File: src/design/tsvma_pkg.sv
`default_nettype none
// ----------------------------------------------------------------------------
// tsvma_pkg
// Shared constants, register indexes and types of the triple sensor vote
// moving average unit.
// ----------------------------------------------------------------------------
package tsvma_pkg;

   localparam int HISTORY_DEPTH_DEF = 30;
   localparam int SAMPLE_BITS_DEF   = 10;

   // calibrated moisture percentage
   localparam int PCT_W     = 7;
   localparam int PCT_FULL  = 100;
   localparam int CAL_SCALE = 100;

   // tolerance reset values
   localparam int MTOL_RESET = 10;
   localparam int LTOL_RESET = 50;

   // vote divisor: pair mean or triple mean
   localparam int VOTE_DIV_W     = 2;
   localparam int PAIR_DIVISOR   = 2;
   localparam int TRIPLE_DIVISOR = 3;

   localparam int NUM_SENSORS = 3;

   // configuration register indexes
   localparam int CSR_IDX_W = 3;
   localparam logic [CSR_IDX_W-1:0] CSR_DRY_A = 3'd0;
   localparam logic [CSR_IDX_W-1:0] CSR_WET_A = 3'd1;
   localparam logic [CSR_IDX_W-1:0] CSR_DRY_B = 3'd2;
   localparam logic [CSR_IDX_W-1:0] CSR_WET_B = 3'd3;
   localparam logic [CSR_IDX_W-1:0] CSR_DRY_C = 3'd4;
   localparam logic [CSR_IDX_W-1:0] CSR_WET_C = 3'd5;
   localparam logic [CSR_IDX_W-1:0] CSR_MTOL  = 3'd6;
   localparam logic [CSR_IDX_W-1:0] CSR_LTOL  = 3'd7;

   typedef enum logic [2:0] {
      VOTE_NONE,
      VOTE_AB,
      VOTE_AC,
      VOTE_BC,
      VOTE_ALL
   } vote_type;

   typedef enum logic [3:0] {
      ST_IDLE,
      ST_CAL_LOAD,
      ST_CAL_RUN,
      ST_VOTE_LOAD,
      ST_VOTE_RUN,
      ST_UPDATE,
      ST_AVG_LOAD,
      ST_AVG_RUN,
      ST_DONE
   } state_type;

endpackage
`default_nettype wire

File: src/design/tsvma_ram.sv
`default_nettype none
// ----------------------------------------------------------------------------
// tsvma_ram
// Generic single write port RAM with one registered read port.
// ----------------------------------------------------------------------------
module tsvma_ram #(
   parameter int WIDTH = 8,
   parameter int DEPTH = 32
) (
   input  wire logic                     clock,
   input  wire logic                     wr_en,
   input  wire logic [$clog2(DEPTH)-1:0] wr_addr,
   input  wire logic [WIDTH-1:0]         wr_data,
   input  wire logic [$clog2(DEPTH)-1:0] rd_addr,
   output logic      [WIDTH-1:0]         rd_data
);

   logic [WIDTH-1:0] mem [DEPTH];

   always_ff @(posedge clock) begin
      if (wr_en) begin
         mem[wr_addr] <= wr_data;
      end
      rd_data <= mem[rd_addr];
   end

endmodule
`default_nettype wire

File: src/design/tsvma_sdiv.sv
`default_nettype none
// ----------------------------------------------------------------------------
// tsvma_sdiv
// Restoring bit-serial divider, one quotient bit per cycle. The caller
// guarantees the quotient fits in QW bits, so the upper dividend bits are
// preloaded into the remainder and only QW steps are run.
// ----------------------------------------------------------------------------
module tsvma_sdiv #(
   parameter int NW = 17,
   parameter int DW = 10,
   parameter int QW = 7
) (
   input  wire logic          clock,
   input  wire logic          reset,
   input  wire logic          load,
   input  wire logic [NW-1:0] dividend,
   input  wire logic [DW-1:0] divisor,
   output logic               busy,
   output logic      [QW-1:0] quotient
);

   localparam int CW = $clog2(QW + 1);

   logic [CW-1:0] cnt_ff, cnt_in;
   logic [DW-1:0] rem_ff, rem_in;
   logic [DW-1:0] dvs_ff, dvs_in;
   logic [QW-1:0] quo_ff, quo_in;
   logic [NW-1:0] dividend_hi;
   logic [DW:0]   trial;
   logic [DW:0]   diff;

   always_comb begin
      dividend_hi = dividend >> QW;
      trial       = {rem_ff, quo_ff[QW-1]};
      diff        = trial - {1'b0, dvs_ff};
      cnt_in      = cnt_ff;
      rem_in      = rem_ff;
      dvs_in      = dvs_ff;
      quo_in      = quo_ff;
      if (load) begin
         cnt_in = CW'(QW);
         rem_in = DW'(dividend_hi);
         quo_in = dividend[QW-1:0];
         dvs_in = divisor;
      end else if (cnt_ff != '0) begin
         cnt_in = cnt_ff - CW'(1);
         if (trial >= {1'b0, dvs_ff}) begin
            rem_in = diff[DW-1:0];
            quo_in = {quo_ff[QW-2:0], 1'b1};
         end else begin
            rem_in = trial[DW-1:0];
            quo_in = {quo_ff[QW-2:0], 1'b0};
         end
      end
   end

   always_ff @(posedge clock) begin
      if (reset) begin
         cnt_ff <= '0;
      end else begin
         cnt_ff <= cnt_in;
      end
   end

   always_ff @(posedge clock) begin
      rem_ff <= rem_in;
      dvs_ff <= dvs_in;
      quo_ff <= quo_in;
   end

   assign busy     = (cnt_ff != '0);
   assign quotient = quo_ff;

endmodule
`default_nettype wire

File: src/design/tsvma_vote.sv
`default_nettype none
// ----------------------------------------------------------------------------
// tsvma_vote
// Pairwise tolerance vote of three values. Produces the sum and divisor of
// the selected mean; the division itself runs in a serial divider.
// ----------------------------------------------------------------------------
module tsvma_vote #(
   parameter int W = 10
) (
   input  wire logic [W-1:0]                       val_a,
   input  wire logic [W-1:0]                       val_b,
   input  wire logic [W-1:0]                       val_c,
   input  wire logic [W-1:0]                       tol,
   output logic      [W+1:0]                       dividend,
   output logic      [tsvma_pkg::VOTE_DIV_W-1:0]   divisor
);

   import tsvma_pkg::*;

   logic [W-1:0] gap_ab, gap_ac, gap_bc;
   logic         gt_ab, gt_ac, gt_bc;
   logic         lt_ab, lt_ac, lt_bc;
   vote_type     sel;

   always_comb begin
      gap_ab = (val_a > val_b) ? val_a - val_b : val_b - val_a;
      gap_ac = (val_a > val_c) ? val_a - val_c : val_c - val_a;
      gap_bc = (val_b > val_c) ? val_b - val_c : val_c - val_b;
      gt_ab  = gap_ab > tol;
      gt_ac  = gap_ac > tol;
      gt_bc  = gap_bc > tol;
      lt_ab  = gap_ab < tol;
      lt_ac  = gap_ac < tol;
      lt_bc  = gap_bc < tol;

      if (gt_ab && gt_ac && gt_bc) begin
         sel = VOTE_NONE;
      end else if (lt_ab && gt_ac && gt_bc) begin
         sel = VOTE_AB;
      end else if (gt_ab && lt_ac && gt_bc) begin
         sel = VOTE_AC;
      end else if (gt_ab && gt_ac && lt_bc) begin
         sel = VOTE_BC;
      end else begin
         sel = VOTE_ALL;
      end

      case (sel)
         VOTE_NONE: begin
            dividend = '0;
            divisor  = VOTE_DIV_W'(TRIPLE_DIVISOR);
         end
         VOTE_AB: begin
            dividend = (W+2)'(val_a) + (W+2)'(val_b);
            divisor  = VOTE_DIV_W'(PAIR_DIVISOR);
         end
         VOTE_AC: begin
            dividend = (W+2)'(val_a) + (W+2)'(val_c);
            divisor  = VOTE_DIV_W'(PAIR_DIVISOR);
         end
         VOTE_BC: begin
            dividend = (W+2)'(val_b) + (W+2)'(val_c);
            divisor  = VOTE_DIV_W'(PAIR_DIVISOR);
         end
         default: begin
            dividend = (W+2)'(val_a) + (W+2)'(val_b) + (W+2)'(val_c);
            divisor  = VOTE_DIV_W'(TRIPLE_DIVISOR);
         end
      endcase
   end

endmodule
`default_nettype wire

File: src/design/triple_sensor_vote_moving_average_unit.sv
`default_nettype none
// ----------------------------------------------------------------------------
// triple_sensor_vote_moving_average_unit
// Calibrates and votes three moisture samples, votes three light samples, keeps a
// history ring with running sums and returns the ring means.
// ----------------------------------------------------------------------------
// A request runs through calibration, vote mean and ring mean in the bit-serial
// dividers, each with a load state: 7 calibration steps, SAMPLE_BITS steps of vote
// mean and SAMPLE_BITS steps of ring mean. The result waits while a previous
// response stalls, and no new request is taken until it is loaded for output.
// Reset: registers to their defaults; the history ring reads as zero until
// its first wrap, so no clearing pass is run.
module triple_sensor_vote_moving_average_unit #(
   parameter int HISTORY_DEPTH = tsvma_pkg::HISTORY_DEPTH_DEF,
   parameter int SAMPLE_BITS   = tsvma_pkg::SAMPLE_BITS_DEF
) (
   input  wire logic                            clock,
   input  wire logic                            reset,
   // requests
   input  wire logic                            req_valid,
   output logic                                 req_ready,
   input  wire logic [SAMPLE_BITS-1:0]          req_moist_raw_a,
   input  wire logic [SAMPLE_BITS-1:0]          req_moist_raw_b,
   input  wire logic [SAMPLE_BITS-1:0]          req_moist_raw_c,
   input  wire logic [SAMPLE_BITS-1:0]          req_light_raw_a,
   input  wire logic [SAMPLE_BITS-1:0]          req_light_raw_b,
   input  wire logic [SAMPLE_BITS-1:0]          req_light_raw_c,
   input  wire logic                            req_water_in,
   // results
   output logic                                 rsp_valid,
   input  wire logic                            rsp_ready,
   output logic      [tsvma_pkg::PCT_W-1:0]     rsp_moisture_average,
   output logic      [SAMPLE_BITS-1:0]          rsp_light_average,
   output logic                                 rsp_water_flag,
   // configuration
   input  wire logic                            csr_valid,
   output logic                                 csr_ready,
   input  wire logic [tsvma_pkg::CSR_IDX_W-1:0] csr_index,
   input  wire logic [SAMPLE_BITS-1:0]          csr_wdata
);

   import tsvma_pkg::*;

   localparam int SB    = SAMPLE_BITS;
   localparam int IW    = $clog2(HISTORY_DEPTH);
   localparam int CNW   = SB + PCT_W;
   localparam int MSW   = $clog2(PCT_FULL * HISTORY_DEPTH + 1);
   localparam int LSW   = $clog2(((2 ** SB) - 1) * HISTORY_DEPTH + 1);
   localparam int ADW   = $clog2(HISTORY_DEPTH + 1);
   localparam int RAM_W = PCT_W + SB;

   // configuration registers
   logic [SB-1:0]    dry_ff [NUM_SENSORS];
   logic [SB-1:0]    wet_ff [NUM_SENSORS];
   logic [PCT_W-1:0] mtol_ff;
   logic [SB-1:0]    ltol_ff;
   logic             csr_we;

   // captured request
   logic [SB-1:0]    m_raw_ff [NUM_SENSORS];
   logic [SB-1:0]    l_raw_ff [NUM_SENSORS];
   logic             water_ff;
   logic             req_take;

   // control
   state_type        state_ff, state_in;
   logic             out_load;

   // calibration
   logic [NUM_SENSORS-1:0] cal_zero_ff, cal_full_ff;
   logic [NUM_SENSORS-1:0] cal_zero, cal_full;
   logic [NUM_SENSORS-1:0] cal_busy;
   logic [CNW-1:0]         cal_dvd  [NUM_SENSORS];
   logic [SB-1:0]          cal_span [NUM_SENSORS];
   logic [PCT_W-1:0]       cal_q    [NUM_SENSORS];
   logic [PCT_W-1:0]       pct      [NUM_SENSORS];

   // vote
   logic [PCT_W+1:0]       m_vdvd;
   logic [VOTE_DIV_W-1:0]  m_vdvs;
   logic [SB+1:0]          l_vdvd;
   logic [VOTE_DIV_W-1:0]  l_vdvs;
   logic                   m_vbusy, l_vbusy;
   logic [PCT_W-1:0]       m_vote;
   logic [SB-1:0]          l_vote;

   // history ring and sums
   logic [IW-1:0]          idx_ff;
   logic                   wrap_ff;
   logic [MSW-1:0]         m_sum_ff, m_sum_in;
   logic [LSW-1:0]         l_sum_ff, l_sum_in;
   logic [RAM_W-1:0]       ram_rdata;
   logic [PCT_W-1:0]       m_old;
   logic [SB-1:0]          l_old;
   logic                   ring_we;

   // averages
   logic                   m_abusy, l_abusy;
   logic [PCT_W-1:0]       m_avg;
   logic [SB-1:0]          l_avg;

   // output register
   logic                   rsp_valid_ff, rsp_valid_in;
   logic [PCT_W-1:0]       rsp_m_ff;
   logic [SB-1:0]          rsp_l_ff;
   logic                   rsp_w_ff;

   // ---------------------------------------------------------------------
   // configuration port
   // ---------------------------------------------------------------------
   assign csr_ready = 1'b1;
   assign csr_we    = csr_valid && csr_ready;

   always_ff @(posedge clock) begin
      if (reset) begin
         for (int i = 0; i < NUM_SENSORS; i++) begin
            dry_ff[i] <= '1;
            wet_ff[i] <= '0;
         end
         mtol_ff <= PCT_W'(MTOL_RESET);
         ltol_ff <= SB'(LTOL_RESET);
      end else if (csr_we) begin
         case (csr_index)
            CSR_DRY_A: dry_ff[0] <= csr_wdata;
            CSR_WET_A: wet_ff[0] <= csr_wdata;
            CSR_DRY_B: dry_ff[1] <= csr_wdata;
            CSR_WET_B: wet_ff[1] <= csr_wdata;
            CSR_DRY_C: dry_ff[2] <= csr_wdata;
            CSR_WET_C: wet_ff[2] <= csr_wdata;
            CSR_MTOL:  mtol_ff   <= csr_wdata[PCT_W-1:0];
            CSR_LTOL:  ltol_ff   <= csr_wdata;
            default: ;
         endcase
      end
   end

   // ---------------------------------------------------------------------
   // sequencer
   // ---------------------------------------------------------------------
   assign req_ready = (state_ff == ST_IDLE);
   assign req_take  = req_valid && req_ready;

   always_comb begin
      state_in = state_ff;
      out_load = 1'b0;
      case (state_ff)
         ST_IDLE: begin
            if (req_valid) begin
               state_in = ST_CAL_LOAD;
            end
         end
         ST_CAL_LOAD:  state_in = ST_CAL_RUN;
         ST_CAL_RUN: begin
            if (cal_busy == '0) begin
               state_in = ST_VOTE_LOAD;
            end
         end
         ST_VOTE_LOAD: state_in = ST_VOTE_RUN;
         ST_VOTE_RUN: begin
            if (!m_vbusy && !l_vbusy) begin
               state_in = ST_UPDATE;
            end
         end
         ST_UPDATE:    state_in = ST_AVG_LOAD;
         ST_AVG_LOAD:  state_in = ST_AVG_RUN;
         ST_AVG_RUN: begin
            if (!m_abusy && !l_abusy) begin
               state_in = ST_DONE;
            end
         end
         ST_DONE: begin
            // wait for the output register to free up
            if (!rsp_valid_ff || rsp_ready) begin
               out_load = 1'b1;
               state_in = ST_IDLE;
            end
         end
         default: state_in = ST_IDLE;
      endcase
   end

   always_ff @(posedge clock) begin
      if (reset) begin
         state_ff <= ST_IDLE;
      end else begin
         state_ff <= state_in;
      end
   end

   always_ff @(posedge clock) begin
      if (req_take) begin
         m_raw_ff[0] <= req_moist_raw_a;
         m_raw_ff[1] <= req_moist_raw_b;
         m_raw_ff[2] <= req_moist_raw_c;
         l_raw_ff[0] <= req_light_raw_a;
         l_raw_ff[1] <= req_light_raw_b;
         l_raw_ff[2] <= req_light_raw_c;
         water_ff    <= req_water_in;
      end
   end

   // ---------------------------------------------------------------------
   // calibration: (dry - raw) * 100 / (dry - wet), one divider per sensor
   // ---------------------------------------------------------------------
   for (genvar s = 0; s < NUM_SENSORS; s++) begin : g_cal
      assign cal_zero[s] = (dry_ff[s] <= wet_ff[s]) || (m_raw_ff[s] >= dry_ff[s]);
      assign cal_full[s] = (m_raw_ff[s] <= wet_ff[s]);
      assign cal_span[s] = dry_ff[s] - wet_ff[s];
      assign cal_dvd[s]  = CNW'(dry_ff[s] - m_raw_ff[s]) * CNW'(CAL_SCALE);

      tsvma_sdiv #(
         .NW (CNW),
         .DW (SB),
         .QW (PCT_W)
      ) u_cal_div (
         .clock    (clock),
         .reset    (reset),
         .load     (state_ff == ST_CAL_LOAD),
         .dividend (cal_dvd[s]),
         .divisor  (cal_span[s]),
         .busy     (cal_busy[s]),
         .quotient (cal_q[s])
      );

      // out of range samples bypass the divider result
      assign pct[s] = cal_zero_ff[s] ? '0 :
                      cal_full_ff[s] ? PCT_W'(PCT_FULL) : cal_q[s];
   end

   always_ff @(posedge clock) begin
      if (state_ff == ST_CAL_LOAD) begin
         cal_zero_ff <= cal_zero;
         cal_full_ff <= cal_full;
      end
   end

   // ---------------------------------------------------------------------
   // vote and mean of the agreeing values
   // ---------------------------------------------------------------------
   tsvma_vote #(.W(PCT_W)) u_m_vote (
      .val_a    (pct[0]),
      .val_b    (pct[1]),
      .val_c    (pct[2]),
      .tol      (mtol_ff),
      .dividend (m_vdvd),
      .divisor  (m_vdvs)
   );

   tsvma_vote #(.W(SB)) u_l_vote (
      .val_a    (l_raw_ff[0]),
      .val_b    (l_raw_ff[1]),
      .val_c    (l_raw_ff[2]),
      .tol      (ltol_ff),
      .dividend (l_vdvd),
      .divisor  (l_vdvs)
   );

   tsvma_sdiv #(
      .NW (PCT_W + 2),
      .DW (VOTE_DIV_W),
      .QW (PCT_W)
   ) u_m_vdiv (
      .clock    (clock),
      .reset    (reset),
      .load     (state_ff == ST_VOTE_LOAD),
      .dividend (m_vdvd),
      .divisor  (m_vdvs),
      .busy     (m_vbusy),
      .quotient (m_vote)
   );

   tsvma_sdiv #(
      .NW (SB + 2),
      .DW (VOTE_DIV_W),
      .QW (SB)
   ) u_l_vdiv (
      .clock    (clock),
      .reset    (reset),
      .load     (state_ff == ST_VOTE_LOAD),
      .dividend (l_vdvd),
      .divisor  (l_vdvs),
      .busy     (l_vbusy),
      .quotient (l_vote)
   );

   // ---------------------------------------------------------------------
   // history ring; entries read as zero until the first wrap
   // ---------------------------------------------------------------------
   assign ring_we = (state_ff == ST_UPDATE);

   tsvma_ram #(
      .WIDTH (RAM_W),
      .DEPTH (HISTORY_DEPTH)
   ) u_ring (
      .clock   (clock),
      .wr_en   (ring_we),
      .wr_addr (idx_ff),
      .wr_data ({m_vote, l_vote}),
      .rd_addr (idx_ff),
      .rd_data (ram_rdata)
   );

   assign m_old    = wrap_ff ? ram_rdata[RAM_W-1:SB] : '0;
   assign l_old    = wrap_ff ? ram_rdata[SB-1:0]     : '0;
   assign m_sum_in = m_sum_ff - MSW'(m_old) + MSW'(m_vote);
   assign l_sum_in = l_sum_ff - LSW'(l_old) + LSW'(l_vote);

   always_ff @(posedge clock) begin
      if (reset) begin
         idx_ff   <= '0;
         wrap_ff  <= 1'b0;
         m_sum_ff <= '0;
         l_sum_ff <= '0;
      end else if (ring_we) begin
         m_sum_ff <= m_sum_in;
         l_sum_ff <= l_sum_in;
         if (idx_ff == IW'(HISTORY_DEPTH - 1)) begin
            idx_ff  <= '0;
            wrap_ff <= 1'b1;
         end else begin
            idx_ff <= idx_ff + IW'(1);
         end
      end
   end

   // ---------------------------------------------------------------------
   // ring means
   // ---------------------------------------------------------------------
   tsvma_sdiv #(
      .NW (MSW),
      .DW (ADW),
      .QW (PCT_W)
   ) u_m_adiv (
      .clock    (clock),
      .reset    (reset),
      .load     (state_ff == ST_AVG_LOAD),
      .dividend (m_sum_ff),
      .divisor  (ADW'(HISTORY_DEPTH)),
      .busy     (m_abusy),
      .quotient (m_avg)
   );

   tsvma_sdiv #(
      .NW (LSW),
      .DW (ADW),
      .QW (SB)
   ) u_l_adiv (
      .clock    (clock),
      .reset    (reset),
      .load     (state_ff == ST_AVG_LOAD),
      .dividend (l_sum_ff),
      .divisor  (ADW'(HISTORY_DEPTH)),
      .busy     (l_abusy),
      .quotient (l_avg)
   );

   // ---------------------------------------------------------------------
   // output register
   // ---------------------------------------------------------------------
   always_comb begin
      if (out_load) begin
         rsp_valid_in = 1'b1;
      end else if (rsp_ready) begin
         rsp_valid_in = 1'b0;
      end else begin
         rsp_valid_in = rsp_valid_ff;
      end
   end

   always_ff @(posedge clock) begin
      if (reset) begin
         rsp_valid_ff <= 1'b0;
      end else begin
         rsp_valid_ff <= rsp_valid_in;
      end
   end

   always_ff @(posedge clock) begin
      if (out_load) begin
         rsp_m_ff <= m_avg;
         rsp_l_ff <= l_avg;
         rsp_w_ff <= water_ff;
      end
   end

   assign rsp_valid            = rsp_valid_ff;
   assign rsp_moisture_average = rsp_m_ff;
   assign rsp_light_average    = rsp_l_ff;
   assign rsp_water_flag       = rsp_w_ff;

endmodule
`default_nettype wire

File: config.mk
export PLATFORM = sky130hd
export DESIGN_NAME = triple_sensor_vote_moving_average_unit
export DESIGN_NICKNAME = d
export VERILOG_FILES = /design/src/design/tsvma_pkg.sv /design/src/design/tsvma_ram.sv /design/src/design/tsvma_sdiv.sv /design/src/design/tsvma_vote.sv /design/src/design/triple_sensor_vote_moving_average_unit.sv
export SDC_FILE = /design/constraint.sdc
export NUM_CORES = 2
export LEC_CHECK = 0
export BUFFER_PORTS_ARGS = -buffer_cell sky130_fd_sc_hd__buf_4
export CAP_MARGIN = 20
export CORE_MARGIN = 2
export CORE_UTILIZATION = 40
export DETAILED_ROUTE_END_ITERATION = 10
export PLACE_DENSITY_LB_ADDON = 0.08
export RECOVER_POWER = 25
export SYNTH_ARGS = -nofsm -noshare
export SYNTH_HDL_FRONTEND = slang
export SYNTH_HIERARCHICAL = 1
export SYNTH_SLANG_ARGS = --single-unit
File: constraint.sdc
create_clock -name clock -period 6.2 [get_ports clock]
set_input_delay 0.31 -clock clock [delete_from_list [all_inputs] [get_ports clock]]
set_output_delay 0.31 -clock clock [all_outputs]
set_load 0.02 [all_outputs]
**Yosys cells after proc, flatten, opt, wreduce, memory -nomap -nowiden**

Memories as Yosys holds them, arrays and structs flattened. A register that Yosys moved wholly into a read port is not among the register bits.
Cells that the tools add are included.

- Output and inout bits: 21
- Memory bits (writable): 630
- Memories: 5
- Flip-flop bits (word level): 236

- Order comparisons: 34
- Reduce and logical (&&, ||, !) cells: 54
- Muxes and demuxes: 129
- Multiply operators: 3
- Bitwise gates (word level): 6
- Eq/ne operators: 27
- $add $sub $neg: 45

Memory list:

| memory | words | bits a word | read ports | clocked after Yosys merged registers in | wr ports | RTL line | source |
|---|---|---|---|---|---|---|---|
| u_ring.mem | 30 | 17 | 1 | 1 | 1 | tsvma_ram.sv:18 | `logic [WIDTH-1:0] mem [DEPTH];` |
| dry_ff | 3 | 10 | 3 | 0 | 3 | triple_sensor_vote_moving_average_unit.sv:53 | `logic [SB-1:0] dry_ff [NUM_SENSORS];` |
| l_raw_ff | 3 | 10 | 3 | 0 | 3 | triple_sensor_vote_moving_average_unit.sv:61 | `logic [SB-1:0] l_raw_ff [NUM_SENSORS];` |
| m_raw_ff | 3 | 10 | 3 | 0 | 3 | triple_sensor_vote_moving_average_unit.sv:60 | `logic [SB-1:0] m_raw_ff [NUM_SENSORS];` |
| wet_ff | 3 | 10 | 3 | 0 | 3 | triple_sensor_vote_moving_average_unit.sv:54 | `logic [SB-1:0] wet_ff [NUM_SENSORS];` |

Operator list:

| cell | count |
|---|---|
| two-way mux 10 bit | 23 |
| two-way mux 7 bit | 20 |
| subtractor 10 bit | 12 |
| > comparator 10 bit | 6 |
| <= comparator 10 bit | 6 |
| two-way mux 3 bit | 18 |
| multiplier 17 x 5 -> 15 bit (second input constant) | 3 |
| one-hot mux 12 bit (4 select lines) | 1 |
| two-way mux 1 bit | 43 |
| > comparator 7 bit | 6 |
| subtractor 7 bit | 6 |
| two-way mux 4 bit | 9 |
| one-hot mux 4 bit (9 select lines) | 1 |
| one-hot mux 9 bit (4 select lines) | 1 |
| two-way mux 5 bit | 7 |
| adder 10 x 10 -> 11 bit | 3 |
| >= comparator 11 x 10 -> 1 bit | 3 |
| subtractor 10 x 10 -> 11 bit | 3 |
| >= comparator 10 bit | 3 |
| < comparator 10 bit | 3 |
| adder 7 x 7 -> 8 bit | 3 |
| < comparator 7 bit | 3 |
| == test 3 x 2 -> 1 bit (second input constant) | 6 |
| logical AND 1 bit | 17 |
| other kinds (34) | 92 |

**Logic depth before layout (Yosys ltp)**

- Depth in word-level cells: 14
- Depth in mapped cells: 32
- Mapped depth without buffers: 31

**Cells and area by module**

Netlist, hierarchy kept.

By module, submodules not included:

| module | area an instance (µm²) | cells each | times used |
|---|---|---|---|
| tsvma_ram | 20276.9 | 1015 | 1 |
| triple_sensor_vote_moving_average_unit | 14873.0 | 1533 | 1 |
| tsvma_sdiv (g_cal[0].u_cal_div ...) | 1788.0 | 160 | 3 |
| tsvma_vote (u_l_vote) | 5028.6 | 671 | 1 |
| tsvma_vote (u_m_vote) | 3203.1 | 396 | 1 |
| tsvma_sdiv (u_l_adiv) | 1208.7 | 96 | 1 |
| tsvma_sdiv (u_m_adiv) | 1074.8 | 86 | 1 |
| tsvma_sdiv (u_l_vdiv) | 815.8 | 61 | 1 |
| tsvma_sdiv (u_m_vdiv) | 709.4 | 57 | 1 |

**Worst setup path after synthesis**

Ideal clock, no wire load.

- Path kind: register -> register
- Start point: mem l_raw_ff[0][21] in the netlist's numbering
- End point: reg u_l_vdiv.quo_ff[8], in the netlist u_l_vdiv/quotient[8], data pin
- Arrival: 6302 ps
- Stages on the path, launching flop included: 27
- Required time: 5940 ps
- Clock period less this slack: 6561 ps
- Setup slack: -361 ps
- Buffers on the path: 1
- Library setup time: 260 ps
- Cell sequence: edfxtp_1 -> inv_1 -> fa_1 -> nand3_1 -> a21oi_1 -> o311ai_4 -> nand2_8 -> mux2_4 -> a221o_1 -> a21oi_1 -> ha_1 -> and4_1 -> a211o_1 -> nand3b_1 -> nor3_2 -> clkbuf_1 -> o21ai_0 -> ha_1 -> fa_1 -> nand2_1 -> a21oi_1 -> o21ai_0 -> a211oi_1 -> xor2_1 -> a32o_1 -> mux2_1 -> mux2_2

RTL lines:

| what | RTL line | source |
|---|---|---|
| start, declared | triple_sensor_vote_moving_average_unit.sv:61 |  |
| end signal, assigned | tsvma_sdiv.sv:68 | `quo_ff <= quo_in;` |
| end, declared | tsvma_sdiv.sv:27 | `logic [QW-1:0] quo_ff, quo_in;` |

==> summary.md <==
| Metric | Value |
|---|---|
| Status | `finished with violations` |
| Failing checks | `capacitance limit, slew limit` |
| Final GP Congestion | `0.863` |
| PwrDens | `585 mW/mm^2` |
| Setup_tns | `0 ns` |
| Syn. warnings | `6` |
| Clk_lat worst skew | `0.75 ns` |
| FF/Latch Area | `~0.026 mm^2` |
| Worst path max stage delay | `0.50 ns` |
| Final HPWL DP | `99.3 mm` |
| Ports | `100` |
| Worst reg-to-reg path cell count | `27` |
| Final worst-path cycle share | `99.8%` |
| Sequential power share | `about a quarter` |
| Maximum clock rate | `162 MHz` |
| Number of synthesized flops with an enable pin | `~800` |
| Register bit count reported by yosys | `893` |
| DIE HEIGHT | `about 370 um` |
| CP required | `6.68 ns` |
| Largest net degree at the start of global routing | `142` |
| Nets@finish | `5464` |
| Hold Path Origin | `csr_valid` |
| Core footprint | `0.130 mm^2` |
| CP Capture Type | `flip-flop` |
| Initial cell density of the core | `about two fifths` |
| Leak | `23.8 nW` |
| Most common cell in the netlist | `edfxtp_1` |
| CTS HTree Levels | `3` |
| TritonCTS Buffers | `99` |
| Largest fanout on the critical path | `6` |
| Max-Cap Viols | `8` |
| TritonCTS clock tree | `yes` |
| Top cells by count, synth | `798 x edfxtp_1, 467 x ha_1, 423 x inv_1` |
| Asr flop ratio synth | `0%` |
| Vias per cell | `5.27` |
| Setup slack, reg-to-reg | `0.01 ns` |
| Maximum vdd drop | `just under 0.5 mV` |
| DR iter-0 viols | `between 2k and 2.5k` |
| Multi-input logic area | `0.0250 mm^2` |
| Fin. max-slew vios | `275` |
| P_int | `21.3 mW` |
| FILL cells | `11.9k` |
| Layout cell share with drive strength beyond 1 | `18.3%` |
| Final Non-Filler Cells | `6673` |
| Unrepaired setup endpoints after global routing | `true` |
| Combinational Power Share | `59.2%` |
| GRT Residual Overflow | `0` |
| Remaining DRCs | `0` |
| Setup CP Type | `flip-flop to flip-flop` |
| Hold Path Class | `input port to flip-flop` |
| Reg-to-reg startpoint | `l_raw_ff[0][20]$_DFFE_PP_` |
| Clock Path Buffers | `3` |
| Wire per inst | `about 21 um` |
| Total global-route track usage | `20.3%` |
| Area contributors post-synth | `edfxtp_1 46%, ha_1 11%, dfxtp_1 3.6%` |
| Mapped Area | `between 0.05 and 0.06 mm^2` |
| Cell variety after synth | `roughly 120` |
| Std-Cell Rows | `132` |
| Syn Inst Count | `about 4.4k` |
| Buffer and inverter count on the worst path | `4` |
| Reg-to-Reg End | `u_l_vdiv/quotient[8]$_DFFE_PP_` |
| CTS root buf | `clkbuf_16` |
| CP arrival | `6.67 ns` |
| First-pass GRT wire length | `211 mm` |
| Worst Hold Path EP | `ltol_ff[0]$_SDFFE_PP0P_` |
| Chip width | `~370 um` |
| Clock network power share | `between 15 and 20%` |
| Worst-Margin Slew | `between 2 and 2.5 ns` |
| Port bufs | `98` |
| Post-Route Skew | `0.0626 ns` |
| Routed Wire Length | `138 mm` |
| Min Tclk post-route | `6.19 ns` |
| Initial antenna violation count | `2` |
| Total clock sinks | `893` |
| Seq/Total Area, Yosys | `49.2%` |
| Synthesis-to-layout area growth | `17.3%` |
| Total number of vias | `between 30k and 40k` |
| Antenna viol nets, final | `0` |
| Hold path cells | `5` |
| Family with the most delay on the worst path | `simple AND/OR/NAND/NOR gates` |
| Vias in the first global route | `35.1k` |
| Critical-path cell with the highest stage delay | `edfxtp_1` |
| Clk slew on worst S/H paths | `0.06 ns` |
| Mapped Avg Cell Area | `12.0 um^2` |
| Synth top area share | `45.6%` |
| Sw Share | `40.9%` |
| Die ar. | `0.134 mm^2` |
| CP Launch Type | `flip-flop` |
| Number of iterations in the first detailed-routing pass | `6` |
| Placed cells | `6385` |
| Top_reg_cell synth | `edfxtp_1` |
| Yosys top cell by area | `edfxtp_1` |
| Hold Vio Cnt, Final | `0` |
| Final setup violating endpoints | `0` |
| Net switching power | `14.7 mW` |
| Slew headroom | `-63.0%` |
[layer usage]
metal	GRT usage (%)	share of wire, %	up-vias
li1	-	-	17100
met1	28.5	47	17300
met2	33.4	47	611
met3	2.65	3.7	138
met4	4.50	1.8	0
met5	0	0	-
[stage by stage]
step                      power (mW)  setup slack (ns)  cell area [um^2]  hold WS, ns  util, %
final                           36.1            0.0110             61700        0.181     47.4
after global routing            39.3            -0.240             61700        0.177     47.4
after CTS                       35.8           0.00165             61200       0.0189     47.1
after detailed placement        29.3            -0.241             56900        0.406     43.8
after global placement          29.3            -0.105             56900        0.433     43.8
after floorplan                 23.8            0.0120             52700        0.379        -
[worst reg2reg max path, stage by stage, from the launching register on]
cell	delay, ns
edfxtp_1	0.50
ha_4	0.32
nand4_1	0.19
or3_4	0.47
buf_6	0.15
o21a_4	0.13
o21ai_4	0.17
buf_4	0.13
nand3_1	0.08
nor3_2	0.25
nor4bb_4	0.07
ha_1	0.29
and4_1	0.19
a211o_1	0.34
nand3b_1	0.26
nor3_4	0.27
buf_6	0.15
buf_16	0.10
o21ai_0	0.09
ha_1	0.34
o21ai_2	0.10
a21oi_4	0.14
o21ai_2	0.07
a211oi_2	0.29
xor2_1	0.10
a32o_2	0.23
mux2_4	0.26
mux2_2	0.25
[repair_timing]
| item | 4_1_cts | 5_1_grt |
|---|---|---|
| hold buffers | 73 | 0 |
| gates resized for setup | 32 | 101 |
| cloned | 1 | 0 |
| buffers inserted | 6 | 20 |
| pin swaps | 22 | 55 |
| hold endpoints to repair | 82 | 0 |
| endpoints found under the setup margin | 6 | 14 |
[sequential cells by signal, summed over array words and instances, names as in the netlist, 12 cells and up]
signal and flops:
l_sum_ff 15, m_sum_ff 12, wet_ff 30, g_cal.u_cal_div/quotient 21
u_ring/mem 510, u_ring/rd_data 17, g_cal.u_cal_div/rem_ff 30, l_raw_ff 30
g_cal.u_cal_div/dvs_ff 30, m_raw_ff 30, dry_ff 30
[power by group through the flow]
stage	registers (mW)	logic, mW	clock network (mW)
2_1_floorplan	8.69	15.1	0
5_1_grt	8.75	24.1	6.46
3_3_place_gp	8.79	20.5	0
6_report	8.66	21.4	6.05
3_5_place_dp	8.79	20.5	0
4_1_cts	8.68	20.9	6.22
[logic make-up (layout without fill, tap and decap cells)]
| logic type | count (synthesis) | count (layout) | share of synthesized area [%] |
|---|---|---|---|
| and+or+nand+nor | 1036 | 1036 | 10.1 |
| xor gates and xnor gates | 198 | 198 | 3.30 |
| AOI/OAI and AO/OA | 869 | 869 | 11.0 |
| DFF | 893 | 893 | 49.2 |
| buffers and inverters | 557 | 1077 | 4.63 |
| adders and majority gates | 541 | 541 | 13.9 |
| muxes | 297 | 297 | 7.75 |
| other | 4 | 20 | 0.0286 |
[worst max-delay path by stage]
stage,start,depth (start not counted),slack [ns],endpoint
2_1_floorplan,cal_zero_ff[0]$_DFFE_PP_,30,0.01,u_m_vdiv/quotient[6]$_DFFE_PP_
3_3_place_gp,l_raw_ff[0][20]$_DFFE_PP_,26,-0.11,u_l_vdiv/quotient[8]$_DFFE_PP_
3_5_place_dp,l_raw_ff[0][10]$_DFFE_PP_,28,-0.24,u_l_vdiv/quotient[9]$_DFFE_PP_
4_1_cts,l_raw_ff[0][0]$_DFFE_PP_,31,0.002,u_l_vdiv/quotient[8]$_DFFE_PP_
5_1_grt,l_raw_ff[0][20]$_DFFE_PP_,29,-0.24,u_l_vdiv/quotient[8]$_DFFE_PP_
6_report,l_raw_ff[0][20]$_DFFE_PP_,27,0.01,u_l_vdiv/quotient[8]$_DFFE_PP_
[layout make-up]
cell class / instances / area share, %
Clock buffer: 122 / 4.27
Inverter: 427 / 2.60
Timing Repair Buffer: 463 / 5.96
Sequential cell: 893 / 42.0
Tap cell: 1742 / 3.53
Antenna cell: 1 / 0.00406
Clock inverter: 65 / 1.20
Multi-Input combinational cell: 2960 / 40.5
[placed cells by master, fill, tap and decap left out, types with 25 or more instances in the layout]
| master | synthesis | final |
|---|---|---|
| edfxtp_1 | 798 | 798 |
| xnor2_1 | 115 | 114 |
| o211ai_1 | 26 | 26 |
| nor2b_1 | 66 | 64 |
| nor2_2 | 1 | 36 |
| dlygate4sd3_1 | 0 | 73 |
| mux2i_1 | 127 | 122 |
| a21o_1 | 86 | 86 |
| o22ai_1 | 26 | 25 |
| nor2_1 | 251 | 212 |
| mux2_2 | 85 | 85 |
| nand4_1 | 37 | 37 |
| buf_4 | 11 | 301 |
| a31oi_1 | 34 | 31 |
| clkbuf_16 | 0 | 99 |
| xor2_1 | 83 | 82 |
| ha_1 | 467 | 455 |
| nand2b_1 | 57 | 56 |
| and2_1 | 58 | 48 |
| o21ai_0 | 143 | 132 |
| nand2_1 | 227 | 223 |
| mux4_2 | 63 | 63 |
| nand3b_1 | 29 | 29 |
| nand3_1 | 63 | 60 |
| clkbuf_4 | 0 | 57 |
| a22oi_1 | 30 | 30 |
| fa_1 | 74 | 69 |
| clkbuf_1 | 40 | 35 |
| inv_1 | 423 | 416 |
| a21oi_1 | 246 | 236 |
| a211oi_1 | 35 | 33 |
| nor3_1 | 100 | 93 |
| dfxtp_1 | 95 | 91 |
Note: power is estimated with default switching activity, not from simulation.
